File: config.mk
export PLATFORM = sky130hd
export DESIGN_NAME = tilt_to_drive_command_unit_flat
export DESIGN_NICKNAME = d
export VERILOG_FILES = /design/src/hw/rtl/ttdc_pkg.sv /design/src/hw/rtl/ttdc_if.sv /design/src/hw/rtl/tilt_to_drive_command_unit.sv /design/src/hw/rtl/ttdc_isqrt.sv /design/src/hw/rtl/ttdc_cordic.sv /design/src/flat_wrapper.sv
export SDC_FILE = /design/constraint.sdc
export NUM_CORES = 2
export LEC_CHECK = 0
export ABC_CLOCK_PERIOD_IN_PS = 10500
export BUFFER_PORTS_ARGS = -buffer_cell sky130_fd_sc_hd__buf_2
export CORE_MARGIN = 1
export CORE_UTILIZATION = 45
export DETAILED_ROUTE_END_ITERATION = 12
export GPL_TIMING_DRIVEN = 1
export SYNTH_ARGS = -nofsm -noshare
export SYNTH_HDL_FRONTEND = slang
export SYNTH_SLANG_ARGS = --single-unit
File: constraint.sdc
create_clock -name clk -period 10.5 [get_ports clk]
set_clock_uncertainty 0.2 [all_clocks]
set_input_delay 1.05 -clock clk [delete_from_list [all_inputs] [get_ports clk]]
set_output_delay 1.05 -clock clk [all_outputs]
set_load 0.005 [all_outputs]
File: src/hw/rtl/ttdc_pkg.sv
// ----------------------------------------------------------------------------
// ttdc_pkg: shared constants and types
// Widths, reset values and the arctangent table for the tilt command unit.
// ----------------------------------------------------------------------------
package ttdc_pkg;
	localparam int CORDIC_STEPS_DEF = 16;
	localparam int AVG_FRAC_BITS_DEF = 16;
	localparam int ANG_W = 34;
	localparam int VEC_W = 40;
	localparam logic [6:0] THRESH_RESET = 7'd15;

	typedef enum logic [2:0] {
		DIR_STOP = 3'd0,
		DIR_FWD = 3'd1,
		DIR_BACK = 3'd2,
		DIR_RIGHT = 3'd3,
		DIR_LEFT = 3'd4
	} dir_t;

	typedef struct packed {
		logic start;
		logic done;
	} job_t;

	function automatic logic signed [ANG_W-1:0] atan_q16(input logic [4:0] i);
		case (i)
			5'd0: atan_q16 = 34'sd2949120;
			5'd1: atan_q16 = 34'sd1740967;
			5'd2: atan_q16 = 34'sd919879;
			5'd3: atan_q16 = 34'sd466945;
			5'd4: atan_q16 = 34'sd234379;
			5'd5: atan_q16 = 34'sd117304;
			5'd6: atan_q16 = 34'sd58666;
			5'd7: atan_q16 = 34'sd29335;
			5'd8: atan_q16 = 34'sd14668;
			5'd9: atan_q16 = 34'sd7334;
			5'd10: atan_q16 = 34'sd3667;
			5'd11: atan_q16 = 34'sd1833;
			5'd12: atan_q16 = 34'sd917;
			5'd13: atan_q16 = 34'sd458;
			5'd14: atan_q16 = 34'sd229;
			5'd15: atan_q16 = 34'sd115;
			5'd16: atan_q16 = 34'sd57;
			5'd17: atan_q16 = 34'sd29;
			5'd18: atan_q16 = 34'sd14;
			5'd19: atan_q16 = 34'sd7;
			5'd20: atan_q16 = 34'sd4;
			5'd21: atan_q16 = 34'sd2;
			5'd22: atan_q16 = 34'sd1;
			default: atan_q16 = 34'sd0;
		endcase
	endfunction
endpackage

File: src/hw/rtl/ttdc_if.sv
// ----------------------------------------------------------------------------
// ttdc_in_if / ttdc_out_if: valid/ready channels
// Sample channel in, command channel out.
// ----------------------------------------------------------------------------
interface ttdc_in_if;
	logic valid;
	logic ready;
	logic signed [15:0] raw_accel_x;
	logic signed [15:0] raw_accel_y;
	logic signed [15:0] raw_accel_z;
	logic signed [15:0] mag_x;
	logic signed [15:0] mag_y;
	logic signed [15:0] mag_z;
	modport source (output valid, raw_accel_x, raw_accel_y, raw_accel_z, mag_x, mag_y,
		mag_z, input ready);
	modport sink (input valid, raw_accel_x, raw_accel_y, raw_accel_z, mag_x, mag_y,
		mag_z, output ready);
endinterface

interface ttdc_out_if;
	logic valid;
	logic ready;
	logic signed [15:0] filt_accel_x;
	logic signed [15:0] filt_accel_y;
	logic signed [15:0] filt_accel_z;
	logic signed [7:0] pitch_deg;
	logic signed [7:0] roll_deg;
	logic [8:0] heading_deg;
	logic [2:0] direction;
	logic [6:0] speed_pct;
	modport source (output valid, filt_accel_x, filt_accel_y, filt_accel_z, pitch_deg,
		roll_deg, heading_deg, direction, speed_pct, input ready);
	modport sink (input valid, filt_accel_x, filt_accel_y, filt_accel_z, pitch_deg,
		roll_deg, heading_deg, direction, speed_pct, output ready);
endinterface

File: src/hw/rtl/tilt_to_drive_command_unit.sv
// ----------------------------------------------------------------------------
// tilt_to_drive_command_unit: accelerometer tilt to drive command
// Smooths the accelerometer, finds pitch, roll and heading, picks a command.
// ----------------------------------------------------------------------------
// One transaction at a time: a new input is taken only after the previous one has left
//   the decision step. Each root runs start, 32 steps, done; pitch and roll each take a
//   root then a CORDIC angle, and heading a CORDIC angle alone.
// A held result stalls only the next transaction at its decision step.
// Reset: averages and last speed clear to zero, threshold to 15, no result held.
module tilt_to_drive_command_unit
	import ttdc_pkg::*;
#(
	parameter int CORDIC_STEPS = CORDIC_STEPS_DEF,
	parameter int AVG_FRAC_BITS = AVG_FRAC_BITS_DEF
) (
	input logic clk,
	input logic arst_n,
	input logic cfg_we,
	input logic [6:0] cfg_wdata,
	ttdc_in_if.sink in_ch,
	ttdc_out_if.source out_ch
);
	localparam int AW = 16 + AVG_FRAC_BITS;

	typedef enum logic [5:0] {
		ST_IDLE = 6'b000001,
		ST_SQ = 6'b000010,
		ST_CP = 6'b000100,
		ST_CR = 6'b001000,
		ST_CH = 6'b010000,
		ST_DEC = 6'b100000
	} state_t;

	state_t state_q;
	logic [6:0] thr_q;
	logic signed [AW-1:0] avg_x_q, avg_y_q, avg_z_q;
	logic [6:0] last_speed_q;
	logic signed [15:0] fx_q, fy_q, fz_q, mx_q, my_q;
	logic which_q;
	logic signed [31:0] r_pitch_q;
	logic signed [7:0] pitch_q, roll_q;
	logic [8:0] head_q;

	job_t sq_ctl, co_ctl;
	logic sq_busy, sq_done, co_done;
	logic [31:0] sq_root;
	logic signed [ANG_W-1:0] co_angle;
	logic signed [VEC_W-1:0] co_x, co_y;
	logic [63:0] sq_rad;

	// next averages, truncated toward zero for the filtered outputs
	logic signed [AW:0] sx, sy, sz;
	logic signed [AW-1:0] nx, ny, nz;
	assign sx = $signed({in_ch.raw_accel_x, {AVG_FRAC_BITS{1'b0}}}) + avg_x_q;
	assign sy = $signed({in_ch.raw_accel_y, {AVG_FRAC_BITS{1'b0}}}) + avg_y_q;
	assign sz = $signed({in_ch.raw_accel_z, {AVG_FRAC_BITS{1'b0}}}) + avg_z_q;
	assign nx = sx[AW:1];
	assign ny = sy[AW:1];
	assign nz = sz[AW:1];

	function automatic logic signed [15:0] trunc0(input logic signed [AW-1:0] a);
		logic signed [AW-1:0] b;
		b = a + ((a < 0) ? AW'((1 << AVG_FRAC_BITS) - 1) : AW'(0));
		trunc0 = b[AW-1:AVG_FRAC_BITS];
	endfunction

	// squared sum for the current tilt: pitch uses x,z; roll uses y,z
	logic signed [15:0] sa;
	logic signed [31:0] sqa, sqz;
	assign sa = which_q ? fy_q : fx_q;
	assign sqa = sa * sa;
	assign sqz = fz_q * fz_q;
	assign sq_rad = {15'd0, 33'({1'b0, sqa} + {1'b0, sqz}), 16'd0};

	// sign-extend the scaled axes into the CORDIC vector width
	always_comb begin
		if (state_q == ST_CH) begin
			co_x = VEC_W'($signed({mx_q, 8'd0}));
			co_y = VEC_W'($signed({my_q, 8'd0}));
		end else begin
			co_x = VEC_W'($signed({1'b0, r_pitch_q}));
			co_y = VEC_W'($signed({which_q ? fx_q : fy_q, 8'd0}));
		end
	end

	// round half away from zero to whole degrees
	function automatic logic signed [9:0] rnd(input logic signed [ANG_W-1:0] a);
		logic [ANG_W-1:0] m;
		logic [ANG_W-1:0] r;
		m = (a < 0) ? ANG_W'(-a) : ANG_W'(a);
		r = (m + ANG_W'(32768)) >> 16;
		rnd = (a < 0) ? -10'(r) : 10'(r);
	endfunction

	function automatic logic signed [7:0] clamp90(input logic signed [9:0] d);
		if (d > 10'sd90) clamp90 = 8'sd90;
		else if (d < -10'sd90) clamp90 = -8'sd90;
		else clamp90 = 8'(d);
	endfunction

	logic signed [9:0] ang_rnd;
	assign ang_rnd = rnd(co_angle);

	logic start_sq_q, start_co_q;
	assign sq_ctl = '{start: start_sq_q, done: 1'b0};
	assign co_ctl = '{start: start_co_q, done: 1'b0};

	ttdc_isqrt u_sqrt (.clk, .arst_n, .ctl(sq_ctl), .radicand(sq_rad), .busy(sq_busy),
		.done(sq_done), .root(sq_root));

	ttdc_cordic #(.CORDIC_STEPS(CORDIC_STEPS)) u_cordic (.clk, .arst_n, .ctl(co_ctl),
		.x_in(co_x), .y_in(co_y), .done(co_done), .angle(co_angle));

	// direction decision
	logic [6:0] ap, ar;
	logic signed [8:0] t;
	dir_t dir_c;
	logic [6:0] angle_c, target_c, speed_c;
	logic [13:0] prod;
	logic [27:0] quot;
	assign ap = 7'(pitch_q < 0 ? -pitch_q : pitch_q);
	assign ar = 7'(roll_q < 0 ? -roll_q : roll_q);
	assign t = $signed({2'b0, thr_q});
	always_comb begin
		if (pitch_q > t && ar < thr_q) dir_c = DIR_FWD;
		else if (pitch_q < -t && ar < thr_q) dir_c = DIR_BACK;
		else if (roll_q > t && ap < thr_q) dir_c = DIR_RIGHT;
		else if (roll_q < -t && ap < thr_q) dir_c = DIR_LEFT;
		else dir_c = DIR_STOP;
		angle_c = (dir_c == DIR_FWD || dir_c == DIR_BACK) ? ap : ar;
		prod = 14'(angle_c) * 14'd100 + 14'd45;
		// divide by 90 through a reciprocal multiply, exact for prod up to 9045
		quot = 28'(prod) * 28'd11651;
		target_c = 7'(quot >> 20);
		speed_c = 7'((8'(target_c) + 8'(last_speed_q)) >> 1);
	end

	assign in_ch.ready = state_q == ST_IDLE;

	always_ff @(posedge clk or negedge arst_n) begin
		if (!arst_n) begin
			state_q <= ST_IDLE;
			thr_q <= THRESH_RESET;
			avg_x_q <= '0;
			avg_y_q <= '0;
			avg_z_q <= '0;
			last_speed_q <= '0;
			out_ch.valid <= 1'b0;
			out_ch.direction <= DIR_STOP;
			out_ch.speed_pct <= '0;
			out_ch.pitch_deg <= '0;
			out_ch.roll_deg <= '0;
			out_ch.heading_deg <= '0;
			out_ch.filt_accel_x <= '0;
			out_ch.filt_accel_y <= '0;
			out_ch.filt_accel_z <= '0;
			pitch_q <= '0;
			roll_q <= '0;
			head_q <= '0;
			start_sq_q <= 1'b0;
			start_co_q <= 1'b0;
			which_q <= 1'b0;
		end else begin
			start_sq_q <= 1'b0;
			start_co_q <= 1'b0;
			if (cfg_we) thr_q <= cfg_wdata;
			// drop valid once the transaction is taken; the decision step reloads it
			if (out_ch.ready && state_q != ST_DEC) out_ch.valid <= 1'b0;
			case (state_q)
				ST_IDLE: begin
					if (in_ch.valid) begin
						// take the sample and advance the averages
						avg_x_q <= nx;
						avg_y_q <= ny;
						avg_z_q <= nz;
						which_q <= 1'b0;
						start_sq_q <= 1'b1;
						state_q <= ST_SQ;
					end
				end
				ST_SQ: begin
					if (sq_done) begin
						start_co_q <= 1'b1;
						state_q <= which_q ? ST_CR : ST_CP;
					end
				end
				ST_CP: begin
					if (co_done) begin
						pitch_q <= clamp90(ang_rnd);
						which_q <= 1'b1;
						start_sq_q <= 1'b1;
						state_q <= ST_SQ;
					end
				end
				ST_CR: begin
					if (co_done) begin
						roll_q <= clamp90(ang_rnd);
						start_co_q <= 1'b1;
						state_q <= ST_CH;
					end
				end
				ST_CH: begin
					if (co_done) begin
						head_q <= 9'(ang_rnd < 0 ? ang_rnd + 10'sd360 : ang_rnd);
						state_q <= ST_DEC;
					end
				end
				ST_DEC: begin
					// hold here while the previous result is still waiting
					if (!out_ch.valid || out_ch.ready) begin
						out_ch.direction <= dir_c;
						out_ch.speed_pct <= (dir_c == DIR_STOP) ? 7'd0 : speed_c;
						if (dir_c != DIR_STOP) last_speed_q <= speed_c;
						out_ch.pitch_deg <= pitch_q;
						out_ch.roll_deg <= roll_q;
						out_ch.heading_deg <= head_q;
						out_ch.filt_accel_x <= fx_q;
						out_ch.filt_accel_y <= fy_q;
						out_ch.filt_accel_z <= fz_q;
						out_ch.valid <= 1'b1;
						state_q <= ST_IDLE;
					end
				end
				default: state_q <= ST_IDLE;
			endcase
		end
	end

	always_ff @(posedge clk) begin
		if (state_q == ST_IDLE && in_ch.valid) begin
			fx_q <= trunc0(nx);
			fy_q <= trunc0(ny);
			fz_q <= trunc0(nz);
			mx_q <= in_ch.mag_x;
			my_q <= in_ch.mag_y;
		end
		if (sq_done) r_pitch_q <= $signed(sq_root);
	end

	// square root and CORDIC are never started together
	assert property (@(posedge clk) disable iff (!arst_n) !(start_sq_q && start_co_q))
		else $error("sqrt and cordic started together");
	// no new transaction while a root is in progress
	assert property (@(posedge clk) disable iff (!arst_n) sq_busy |-> !in_ch.ready)
		else $error("input ready during root");
	// a waiting result stays valid and unchanged
	assert property (@(posedge clk) disable iff (!arst_n)
		out_ch.valid && !out_ch.ready |=> out_ch.valid && $stable(out_ch.direction) &&
		$stable(out_ch.speed_pct) && $stable(out_ch.heading_deg))
		else $error("result changed while waiting");
endmodule

File: src/hw/rtl/ttdc_isqrt.sv
// ----------------------------------------------------------------------------
// ttdc_isqrt: digit-serial integer square root
// Two radicand bits per cycle, one root bit per cycle.
// ----------------------------------------------------------------------------
module ttdc_isqrt
	import ttdc_pkg::*;
(
	input logic clk,
	input logic arst_n,
	input job_t ctl,
	input logic [63:0] radicand,
	output logic busy,
	output logic done,
	output logic [31:0] root
);
	logic [63:0] rad_q;
	logic [33:0] rem_q;
	logic [31:0] root_q;
	logic [5:0] cnt_q;
	logic [33:0] trial;
	logic [33:0] rem_sh;

	assign rem_sh = {rem_q[31:0], rad_q[63:62]};
	assign trial = {root_q, 2'b01};
	assign root = root_q;
	assign busy = cnt_q != 6'd0;

	always_ff @(posedge clk or negedge arst_n) begin
		if (!arst_n) begin
			cnt_q <= 6'd0;
			done <= 1'b0;
		end else begin
			done <= 1'b0;
			if (ctl.start) begin
				cnt_q <= 6'd32;
			end else if (cnt_q != 6'd0) begin
				cnt_q <= cnt_q - 6'd1;
				done <= cnt_q == 6'd1;
			end
		end
	end

	always_ff @(posedge clk) begin
		if (ctl.start) begin
			rad_q <= radicand;
			rem_q <= '0;
			root_q <= '0;
		end else if (cnt_q != 6'd0) begin
			rad_q <= {rad_q[61:0], 2'b00};
			if (rem_sh >= trial) begin
				rem_q <= rem_sh - trial;
				root_q <= {root_q[30:0], 1'b1};
			end else begin
				rem_q <= rem_sh;
				root_q <= {root_q[30:0], 1'b0};
			end
		end
	end
endmodule

File: src/hw/rtl/ttdc_cordic.sv
// ----------------------------------------------------------------------------
// ttdc_cordic: iterative vectoring CORDIC
// One micro-rotation per cycle; angle in degrees, 16 fraction bits.
// ----------------------------------------------------------------------------
module ttdc_cordic
	import ttdc_pkg::*;
#(
	parameter int CORDIC_STEPS = CORDIC_STEPS_DEF
) (
	input logic clk,
	input logic arst_n,
	input job_t ctl,
	input logic signed [VEC_W-1:0] x_in,
	input logic signed [VEC_W-1:0] y_in,
	output logic done,
	output logic signed [ANG_W-1:0] angle
);
	localparam int CW = $clog2(CORDIC_STEPS + 1);
	logic signed [VEC_W+1:0] x_q, y_q;
	logic signed [ANG_W-1:0] z_q;
	logic [CW-1:0] i_q;
	logic run_q;
	logic signed [VEC_W+1:0] dx, dy;

	assign dx = y_q >>> i_q;
	assign dy = x_q >>> i_q;
	assign angle = z_q;

	always_ff @(posedge clk or negedge arst_n) begin
		if (!arst_n) begin
			run_q <= 1'b0;
			done <= 1'b0;
		end else begin
			done <= 1'b0;
			if (ctl.start) begin
				run_q <= 1'b1;
			end else if (run_q && i_q == CW'(CORDIC_STEPS - 1)) begin
				run_q <= 1'b0;
				done <= 1'b1;
			end
		end
	end

	always_ff @(posedge clk) begin
		if (ctl.start) begin
			i_q <= '0;
			// a zero vector lands in the else arm and keeps a zero angle
			if (x_in < 0) begin
				x_q <= -(VEC_W+2)'(x_in);
				y_q <= -(VEC_W+2)'(y_in);
				z_q <= (y_in >= 0) ? 34'sd11796480 : -34'sd11796480;
			end else begin
				x_q <= (VEC_W+2)'(x_in);
				y_q <= (VEC_W+2)'(y_in);
				z_q <= '0;
			end
		end else if (run_q) begin
			i_q <= i_q + CW'(1);
			if (x_q == 0 && y_q == 0) begin
				z_q <= z_q;
			end else if (y_q >= 0) begin
				x_q <= x_q + dx;
				y_q <= y_q - dy;
				z_q <= z_q + atan_q16(5'(i_q));
			end else begin
				x_q <= x_q - dx;
				y_q <= y_q + dy;
				z_q <= z_q - atan_q16(5'(i_q));
			end
		end
	end
endmodule
File: src/flat_wrapper.sv
// flat-port wrapper written by rule: the top's interface ports become plain ports
module tilt_to_drive_command_unit_flat import ttdc_pkg::*;
#(
	parameter int CORDIC_STEPS = CORDIC_STEPS_DEF,
	parameter int AVG_FRAC_BITS = AVG_FRAC_BITS_DEF
)
  (clk, arst_n, cfg_we, cfg_wdata, in_ch_valid, in_ch_raw_accel_x, in_ch_raw_accel_y, in_ch_raw_accel_z, in_ch_mag_x, in_ch_mag_y, in_ch_mag_z, in_ch_ready, out_ch_valid, out_ch_filt_accel_x, out_ch_filt_accel_y, out_ch_filt_accel_z, out_ch_pitch_deg, out_ch_roll_deg, out_ch_heading_deg, out_ch_direction, out_ch_speed_pct, out_ch_ready);
  ttdc_in_if in_ch_i ();
  ttdc_out_if out_ch_i ();
  input logic clk;
  input logic arst_n;
  input logic cfg_we;
  input logic [6:0] cfg_wdata;
  input wire logic [$bits(in_ch_i.valid)-1:0] in_ch_valid;
  input wire logic [$bits(in_ch_i.raw_accel_x)-1:0] in_ch_raw_accel_x;
  input wire logic [$bits(in_ch_i.raw_accel_y)-1:0] in_ch_raw_accel_y;
  input wire logic [$bits(in_ch_i.raw_accel_z)-1:0] in_ch_raw_accel_z;
  input wire logic [$bits(in_ch_i.mag_x)-1:0] in_ch_mag_x;
  input wire logic [$bits(in_ch_i.mag_y)-1:0] in_ch_mag_y;
  input wire logic [$bits(in_ch_i.mag_z)-1:0] in_ch_mag_z;
  output wire logic [$bits(in_ch_i.ready)-1:0] in_ch_ready;
  output wire logic [$bits(out_ch_i.valid)-1:0] out_ch_valid;
  output wire logic [$bits(out_ch_i.filt_accel_x)-1:0] out_ch_filt_accel_x;
  output wire logic [$bits(out_ch_i.filt_accel_y)-1:0] out_ch_filt_accel_y;
  output wire logic [$bits(out_ch_i.filt_accel_z)-1:0] out_ch_filt_accel_z;
  output wire logic [$bits(out_ch_i.pitch_deg)-1:0] out_ch_pitch_deg;
  output wire logic [$bits(out_ch_i.roll_deg)-1:0] out_ch_roll_deg;
  output wire logic [$bits(out_ch_i.heading_deg)-1:0] out_ch_heading_deg;
  output wire logic [$bits(out_ch_i.direction)-1:0] out_ch_direction;
  output wire logic [$bits(out_ch_i.speed_pct)-1:0] out_ch_speed_pct;
  input wire logic [$bits(out_ch_i.ready)-1:0] out_ch_ready;
  assign in_ch_i.valid = in_ch_valid;
  assign in_ch_i.raw_accel_x = in_ch_raw_accel_x;
  assign in_ch_i.raw_accel_y = in_ch_raw_accel_y;
  assign in_ch_i.raw_accel_z = in_ch_raw_accel_z;
  assign in_ch_i.mag_x = in_ch_mag_x;
  assign in_ch_i.mag_y = in_ch_mag_y;
  assign in_ch_i.mag_z = in_ch_mag_z;
  assign in_ch_ready = in_ch_i.ready;
  assign out_ch_valid = out_ch_i.valid;
  assign out_ch_filt_accel_x = out_ch_i.filt_accel_x;
  assign out_ch_filt_accel_y = out_ch_i.filt_accel_y;
  assign out_ch_filt_accel_z = out_ch_i.filt_accel_z;
  assign out_ch_pitch_deg = out_ch_i.pitch_deg;
  assign out_ch_roll_deg = out_ch_i.roll_deg;
  assign out_ch_heading_deg = out_ch_i.heading_deg;
  assign out_ch_direction = out_ch_i.direction;
  assign out_ch_speed_pct = out_ch_i.speed_pct;
  assign out_ch_i.ready = out_ch_ready;
  tilt_to_drive_command_unit #(.CORDIC_STEPS(CORDIC_STEPS), .AVG_FRAC_BITS(AVG_FRAC_BITS)) u_core (.clk(clk), .arst_n(arst_n), .cfg_we(cfg_we), .cfg_wdata(cfg_wdata), .in_ch(in_ch_i), .out_ch(out_ch_i));
endmodule
## Word level (Yosys, flattened, before mapping)

Memory sizes are Yosys's and may differ from the RTL's. A register that Yosys moved wholly into a read port is not among the register bits.
Cells that the tools add are included.

| word-level totals | value |
|---|---|
| register bits | 584 |
| ROM bits | 1,408 |
| input bits | 108 |
| word-level logic and storage cells | 219 |
| memories kept | 2 |

Memory list:

| memory | words | bits a word | rd ports | clocked after Yosys merged registers in | write ports | RTL line | RTL |
|---|---|---|---|---|---|---|---|
| (no name shown) | 32 | 22 | 1 | 1 | 0 | ttdc_pkg.sv:26 | `case (i)` |
| (no name shown) | 32 | 22 | 1 | 1 | 0 | ttdc_pkg.sv:26 |  |

| cells by class | value |
|---|---|
| add/subtract/negate cells | 27 |
| multiply operators | 4 |
| magnitude comparators | 19 |
| equality and inequality tests | 18 |
| shifts and indexed selects | 2 |
| multiplexer cells | 79 |
| reduce and logical (&&, ||, !) cells | 29 |

Operator list:

| operator | count |
|---|---|
| 34-bit two-way mux | 14 |
| 42-bit two-way mux | 10 |
| 32-bit by 32-bit adder with 33-bit output | 4 |
| 49-bit two-way mux | 2 |
| 32-bit adder | 3 |
| 32-bit by 1-bit < comparator with 1-bit output, second input constant | 3 |
| 42-bit adder | 2 |
| 42-bit logical NOT | 2 |
| 40-bit negation with 42-bit output | 2 |
| 42-bit by 5-bit >>> shifter with 42-bit output | 2 |
| 42-bit subtractor | 2 |
| 16-bit two-way mux | 5 |
| 40-bit two-way mux | 2 |
| 16-bit by 16-bit multiplier with 32-bit output | 2 |
| 6-bit two-way mux | 8 |
| 42-bit by 1-bit greater-or-equal comparator with 1-bit output, second input constant | 1 |
| 40-bit by 1-bit greater-or-equal comparator with 1-bit output, second input constant | 1 |
| 40-bit by 1-bit < comparator with 1-bit output, second input constant | 1 |
| 6-bit one-hot mux with 6 select lines | 1 |
| 34-bit adder | 1 |
| 34-bit greater-or-equal comparator | 1 |
| 34-bit by 1-bit < comparator with 1-bit output, second input constant | 1 |
| 34-bit subtractor | 1 |
| 32-bit two-way mux | 1 |
| other kinds (52) | 106 |

## Longest topological paths before layout

| depth | value |
|---|---|
| depth after elaboration | 16 |
| gate-level depth with buffers | 52 |
| mapped depth without buffers | 51 |

## Modules after synthesis

A second synthesis with hierarchy kept.

| unflattened totals | value |
|---|---|
| cell total of the unflattened synthesis | 7,684 |
| area, all modules | 71,090.7 sq um |

By module, submodules not included:

| module | instances | cells an instance | area each (sq um) |
|---|---|---|---|
| tilt_to_drive_command_unit | 1 | 4,316 | 41,367.2 |
| ttdc_cordic | 1 | 2,694 | 22,679.3 |
| ttdc_isqrt | 1 | 674 | 7,044.3 |

## Least setup slack after synthesis

OpenSTA, ideal clock, no wires.

| path | value |
|---|---|
| path kind | register -> register |
| start | reg u_core.thr_q[1] |
| end | reg u_core.last_speed_q[6] |
| library setup time | 134 ps |
| arrival | 10,624 ps |
| setup slack | -458 ps |
| cell stages (with the launch flop) | 48 |
| path buffers | 1 |
| clock period less this slack | 10,958 ps |
| path through | dfstp_2 > inv_1 > ha_1 > xor2_1 > ha_1 > a21oi_1 > o21ai_0 > maj3_1 > a221oi_1 > a2bb2oi_1 > o2111a_1 > or3_1 > buf_2 > mux2_2 > ha_1 > ha_1 > ha_1 > inv_1 > [12 not listed] > ha_1 > ha_1 > a21o_1 > a21o_1 > a21oi_1 > o21ai_0 > o31a_1 > o21a_1 > o21ai_0 > nand2b_1 > a31oi_1 > xnor3_1 > ha_1 > nor3_1 > nand2_1 > a31o_2 > o211ai_1 > o21ai_0 |

| between the ends | value |
|---|---|
| cells in the longest elaborated chain, start to end | 14 |

RTL lines:

| element | RTL line | RTL |
|---|---|---|
| start: declaration | tilt_to_drive_command_unit.sv:35 | `logic [6:0] thr_q;` |
| start signal: assignment | tilt_to_drive_command_unit.sv:166 | `if (cfg_we) thr_q <= cfg_wdata;` |
| 7-bit negation with 9-bit output | tilt_to_drive_command_unit.sv:126, tilt_to_drive_command_unit.sv:128 |  |
| 8-bit by 9-bit < comparator with 1-bit output | tilt_to_drive_command_unit.sv:128 | `else if (roll_q < -t && ap < thr_q) dir_c = DIR_LEFT;` |
| 1-bit logical AND | tilt_to_drive_command_unit.sv:128 |  |
| 3-bit two-way mux | tilt_to_drive_command_unit.sv:128 |  |
| 3-bit two-way mux | tilt_to_drive_command_unit.sv:127 | `else if (roll_q > t && ap < thr_q) dir_c = DIR_RIGHT;` |
| 3-bit two-way mux | tilt_to_drive_command_unit.sv:126 | `else if (pitch_q < -t && ar < thr_q) dir_c = DIR_BACK;` |
| 3-bit two-way mux (*) | tilt_to_drive_command_unit.sv:125 | `if (pitch_q > t && ar < thr_q) dir_c = DIR_FWD;` |
| 3-bit by 1-bit equality test with 1-bit output / 3-bit by 2-bit equality test with 1-bit output (equally long branches) | tilt_to_drive_command_unit.sv:130 | `angle_c = (dir_c == DIR_FWD \|\| dir_c == DIR_BACK) ? ap : ar;` |
| 1-bit logical OR | tilt_to_drive_command_unit.sv:130 |  |
| 7-bit two-way mux | tilt_to_drive_command_unit.sv:130 |  |
| 7-bit by 5-bit multiplier with 12-bit output | tilt_to_drive_command_unit.sv:131 | `prod = 14'(angle_c) * 14'd100 + 14'd45;` |
| 14-bit by 6-bit adder with 14-bit output | tilt_to_drive_command_unit.sv:131 |  |
| 14-bit by 14-bit multiplier with 27-bit output | tilt_to_drive_command_unit.sv:133 | `quot = 28'(prod) * 28'd11651;` |
| 7-bit by 7-bit adder with 8-bit output | tilt_to_drive_command_unit.sv:135 | `speed_c = 7'((8'(target_c) + 8'(last_speed_q)) >> 1);` |
| end signal: assignment | tilt_to_drive_command_unit.sv:213 | `if (dir_c != DIR_STOP) last_speed_q <= speed_c;` |
| end: declaration | tilt_to_drive_command_unit.sv:37 | `logic [6:0] last_speed_q;` |

Every way passes the cells marked *; elsewhere a longest branch is shown, timed or not.
A chain may end at the register's enable or synchronous reset.

## Worst setup path after layout

| path | value |
|---|---|
| start | reg u_core.thr_q[1] |
| end | reg u_core.out_ch.speed_pct[4] (netlist bit) |

| between the ends | value |
|---|---|
| cells in the longest elaborated chain, start to end | 15 |

RTL lines:

| element | RTL line | RTL |
|---|---|---|
| 7-bit negation with 9-bit output | tilt_to_drive_command_unit.sv:126, tilt_to_drive_command_unit.sv:128 |  |
| 8-bit by 9-bit < comparator with 1-bit output | tilt_to_drive_command_unit.sv:128 |  |
| 1-bit logical AND | tilt_to_drive_command_unit.sv:128 |  |
| 3-bit two-way mux | tilt_to_drive_command_unit.sv:128 |  |
| 3-bit two-way mux | tilt_to_drive_command_unit.sv:127 |  |
| 3-bit two-way mux | tilt_to_drive_command_unit.sv:126 |  |
| 3-bit two-way mux (*) | tilt_to_drive_command_unit.sv:125 |  |
| 3-bit by 1-bit equality test with 1-bit output / 3-bit by 2-bit equality test with 1-bit output (equally long branches) | tilt_to_drive_command_unit.sv:130 |  |
| 1-bit logical OR | tilt_to_drive_command_unit.sv:130 |  |
| 7-bit two-way mux | tilt_to_drive_command_unit.sv:130 |  |
| 7-bit by 5-bit multiplier with 12-bit output | tilt_to_drive_command_unit.sv:131 |  |
| 14-bit by 6-bit adder with 14-bit output | tilt_to_drive_command_unit.sv:131 |  |
| 14-bit by 14-bit multiplier with 27-bit output | tilt_to_drive_command_unit.sv:133 |  |
| 7-bit by 7-bit adder with 8-bit output | tilt_to_drive_command_unit.sv:135 |  |
| 7-bit two-way mux (*) | tilt_to_drive_command_unit.sv:212 | `out_ch.speed_pct <= (dir_c == DIR_STOP) ? 7'd0 : speed_c;` |
| end signal: assignment | tilt_to_drive_command_unit.sv:212 |  |
| end: declaration | ttdc_if.sv:32 | `roll_deg, heading_deg, direction, speed_pct, input ready);` |

Marked as above.

==> metrics.md <==
| Metric | Value |
|---|---|
| Outcome | `complete, but fails checks` |
| Violations in the final reports | `setup timing` |
| Hold Fails Final Rpt | `0` |
| Clk sink count | `603` |
| Detail-routed net length per standard cell | `19.4 um` |
| Total routed wirelength | `182000 um` |
| Pin count of the biggest net entering global routing | `131` |
| Port Buffers | `176` |
| Final WS setup | `-2.59 ps` |
| Global-route wire length before repair | `291000 um` |
| CTS H-tree depth | `3` |
| Reg clk slew, reported paths | `60 ps` |
| Hold slack | `155 ps` |
| Required time at the worst-slack endpoint | `10870 ps` |
| Global router's overall resource usage | `24.1%` |
| Min Clock Period, post-route | `10500 ps` |
| Area enclosed by the die boundary | `151000 um2` |
| Number of top-level pins | `193` |
| Number of CTS-inserted buffers | `76` |
| Growth of design area from synthesis to finish | `10.3%` |
| Least-Margin Pin Slew | `1200 ps` |
| Post-synthesis average cell area | `9.31 um2` |
| Number of antenna violations at the first check in global routing | `13` |
| Critical path type | `flop to flop` |
| Number of nets in the layout | `8635` |
| Layout cell share with drive strength beyond 1 | `12.8%` |
| GP Congestion | `0.951` |
| Number of detailed-route iterations in the first pass | `8` |
| Critical Path Sink Type | `flop` |
| #FFs+latches synth | `603` |
| Yosys Warn Count | `0` |
| Standard cell core area | `148000 um2` |
| Maximum clock path buffer count | `3` |
| CTS Root Buffer Type | `clkbuf_16` |
| Clock tree from TritonCTS | `built` |
| Number of cell instances on the worst register-to-register path | `49` |
| Initial Util | `45.4%` |
| Worst-path fanout max | `5` |
| Period utilization | `100%` |
| Largest incremental delay on the critical path | `530 ps` |
| Iter 0 DRT Violations | `3885` |
| Slowest cell on the critical path | `dfstp_2` |
| Number of violations of the max-capacitance limit | `0` |
| Hold_buf cts | `0` |
| Detail-routed via count per cell | `5.67` |
| Total via count after detailed routing | `53200` |
| Worst reg2reg path endpoint | `u_core.out_ch.speed_pct[4]$_DFFE_PN0P_` |
| Number of inserted filler cells in the final layout | `13700` |
| R2R Path Start | `u_core.thr_q[1]$_DFFE_PN1P_` |
| # setup viols final | `1` |
| Hold Path Class | `input pin to async pin` |
| Row count | `141` |
| Netlist cell types | `113` |
| Final number of max-transition violations | `0` |
| Post-synthesis cell area | `67100 um2` |
| Gate count of the mapped netlist | `7207` |
| Critical Path Start Type | `flop` |
| Asr flop ratio synth | `38.8%` |
| Worst endpoint data arrival time | `10870 ps` |
| Die Height | `388 um` |
| Unrepaired setup endpoints after global routing | `yes` |
| Remaining number of nets flagged by the antenna check after routing | `0` |
| Number of global-route vias before repair | `53100` |
| Timing-limited maximum frequency | `0.0952 GHz` |
| Clock insertion delay at the later pin of the skew report | `710 ps` |
| Synthesized Nets | `8461` |
| DRC violations left | `0` |
| Horizontal extent of the die | `388 um` |
| GRT overflow | `0` |
| Max-slew headroom at the worst pin | `17.8%` |
| Synth Flop Type | `edfxtp_1` |
| Detailed placement HPWL | `140000 um` |
| Seq/Total Area, Yosys | `23.7%` |
| R2R setup slack | `-3 ps` |
| Most used cell along the critical path | `ha_4` |
| Number of enable flip-flop cells after synthesis | `263` |
| Core utilization of the finished layout | `50.1%` |
[registers in the layout (all words and copies together), names as in the netlist, 31 cells and up, named ones only]
| signal | cells |
|---|---|
| u_core.u_sqrt.rad_q | 48 |
| u_core.u_cordic.y_q | 42 |
| u_core.avg_z_q | 31 |
| u_core.avg_x_q | 31 |
| u_core.u_cordic.x_q | 42 |
| u_core.avg_y_q | 31 |
| u_core.u_cordic.angle | 34 |
| u_core.u_sqrt.root | 32 |
| u_core.u_sqrt.rem_q | 32 |
| u_core.r_pitch_q | 32 |
[worst max-delay path, delay by kind of cell (launching register included)]
| family | cells | cell delay (ps) |
|---|---|---|
| adders and majority gates | 15 | 4760 |
| AOI/OAI and AO/OA | 12 | 1970 |
| and+or+nand+nor | 9 | 1520 |
| xor gates and xnor gates | 5 | 790 |
| buffers and inverters | 8 | 610 |
| DFF | 1 | 530 |
[per-layer routing]
metal,routed length [um],track usage [%],up-vias
met5,107,0,-
met4,4690,6.63,18
met3,12600,4.44,263
met2,81000,37.7,1521
met1,83300,34.1,26000
li1,-,-,25300
[Yosys cell counts (17+ instances only)]
library cell    n  area [um2]
or3_1          41         257
xnor2_1       326        2860
o21bai_1       51         383
nand2_1       877        3290
nor3_1        123         616
dfxtp_1       106        2120
mux4_2        125        2820
mux2i_1        92         921
a21oi_1       391        1960
nand3_1       112         561
o21ai_0       347        1740
mux2_2        144        1620
xor2_1        180        1580
nand4_1        40         250
o31ai_1        61         458
dfrtp_1       229        5730
and2_1         78         488
clkbuf_1      198         743
and4_1         17         149
nand2b_1       79         494
fa_1          519       10400
o21a_1         63         473
and3_1         40         250
a31oi_1        61         382
nor2_1        449        1690
buf_1          35         131
nor4_1         51         319
a21o_1        132         991
buf_2          19        95.1
inv_1         786        2950
or2_2          23         144
o211ai_1       42         315
nor2b_1        60         375
edfxtp_1      263        7900
ha_1          627        7850
a211oi_1       64         480
[area by class of cell]
cell class              count  area [um2]  area share, %
well taps                1930        2410           3.26
inverters                 799        3000           4.06
flip-flops and latches    603       15900           21.5
diodes                      5        12.5         0.0169
repair buffers            364        2330           3.15
clock buffers              93        2110           2.86
clock inverters            48         529          0.715
multi-input cells        5537       47700           64.5
[per-stage QoR]
step / instance area, um2 / setup WS [ps] / std cells / TNS [ps]
global placement: 70800 / -507 / 9214 / -4100
finish: 74000 / -2.59 / 9379 / -2.59
floorplan: 67300 / 28.0 / 7207 / 0
CTS: 73800 / -132 / 9368 / -363
global route: 74000 / -540 / 9374 / -4150
detailed placement: 70800 / -658 / 9214 / -5790
[cell families after synthesis]
family,synth area share [%]
simple gates,14.4
compound gates,13.7
fa+ha+maj,27.2
buf+inv,6.16
flops,23.7
xor+xnor,6.73
mux,8.15
[how the worst max path moves through the flow]
stage                                           start                                     end  cells past startpoint
after floorplan           u_core.thr_q[0]$_DFFE_PN1P_  u_core.out_ch.speed_pct[4]$_DFFE_PN0P_                     45
after global placement    u_core.thr_q[0]$_DFFE_PN1P_      u_core.last_speed_q[6]$_DFFE_PN0P_                     50
after detailed placement  u_core.thr_q[0]$_DFFE_PN1P_      u_core.last_speed_q[6]$_DFFE_PN0P_                     50
after CTS                 u_core.thr_q[1]$_DFFE_PN1P_  u_core.out_ch.speed_pct[4]$_DFFE_PN0P_                     48
after global routing      u_core.thr_q[1]$_DFFE_PN1P_  u_core.out_ch.speed_pct[4]$_DFFE_PN0P_                     50
final                     u_core.thr_q[1]$_DFFE_PN1P_  u_core.out_ch.speed_pct[4]$_DFFE_PN0P_                     49
[layout by cell type, fill, tap and decap left out, types with 61 or more instances in the layout]
master / count
nand3_1: 112
a21oi_1: 384
xor2_1: 174
fa_1: 517
mux2_2: 142
xnor2_1: 318
nor3_1: 121
dfrtp_1: 225
buf_4: 183
buf_2: 175
o21ai_0: 340
nand2_1: 874
edfxtp_1: 263
mux2i_1: 92
nand2b_1: 78
clkbuf_16: 82
o21a_1: 63
and2_1: 77
mux4_2: 125
o31ai_1: 61
dfxtp_1: 102
inv_1: 776
ha_1: 603
a21o_1: 131
nor2_1: 445
[repair_timing]
item,in CTS,in global routing
resized for setup,47,25
setup endpoints to repair,12,13
pin swaps,50,39
setup buffers,13,6
Power is not shown: default switching activity piles up to over one toggle a cycle in this logic, so the estimate is an artifact.
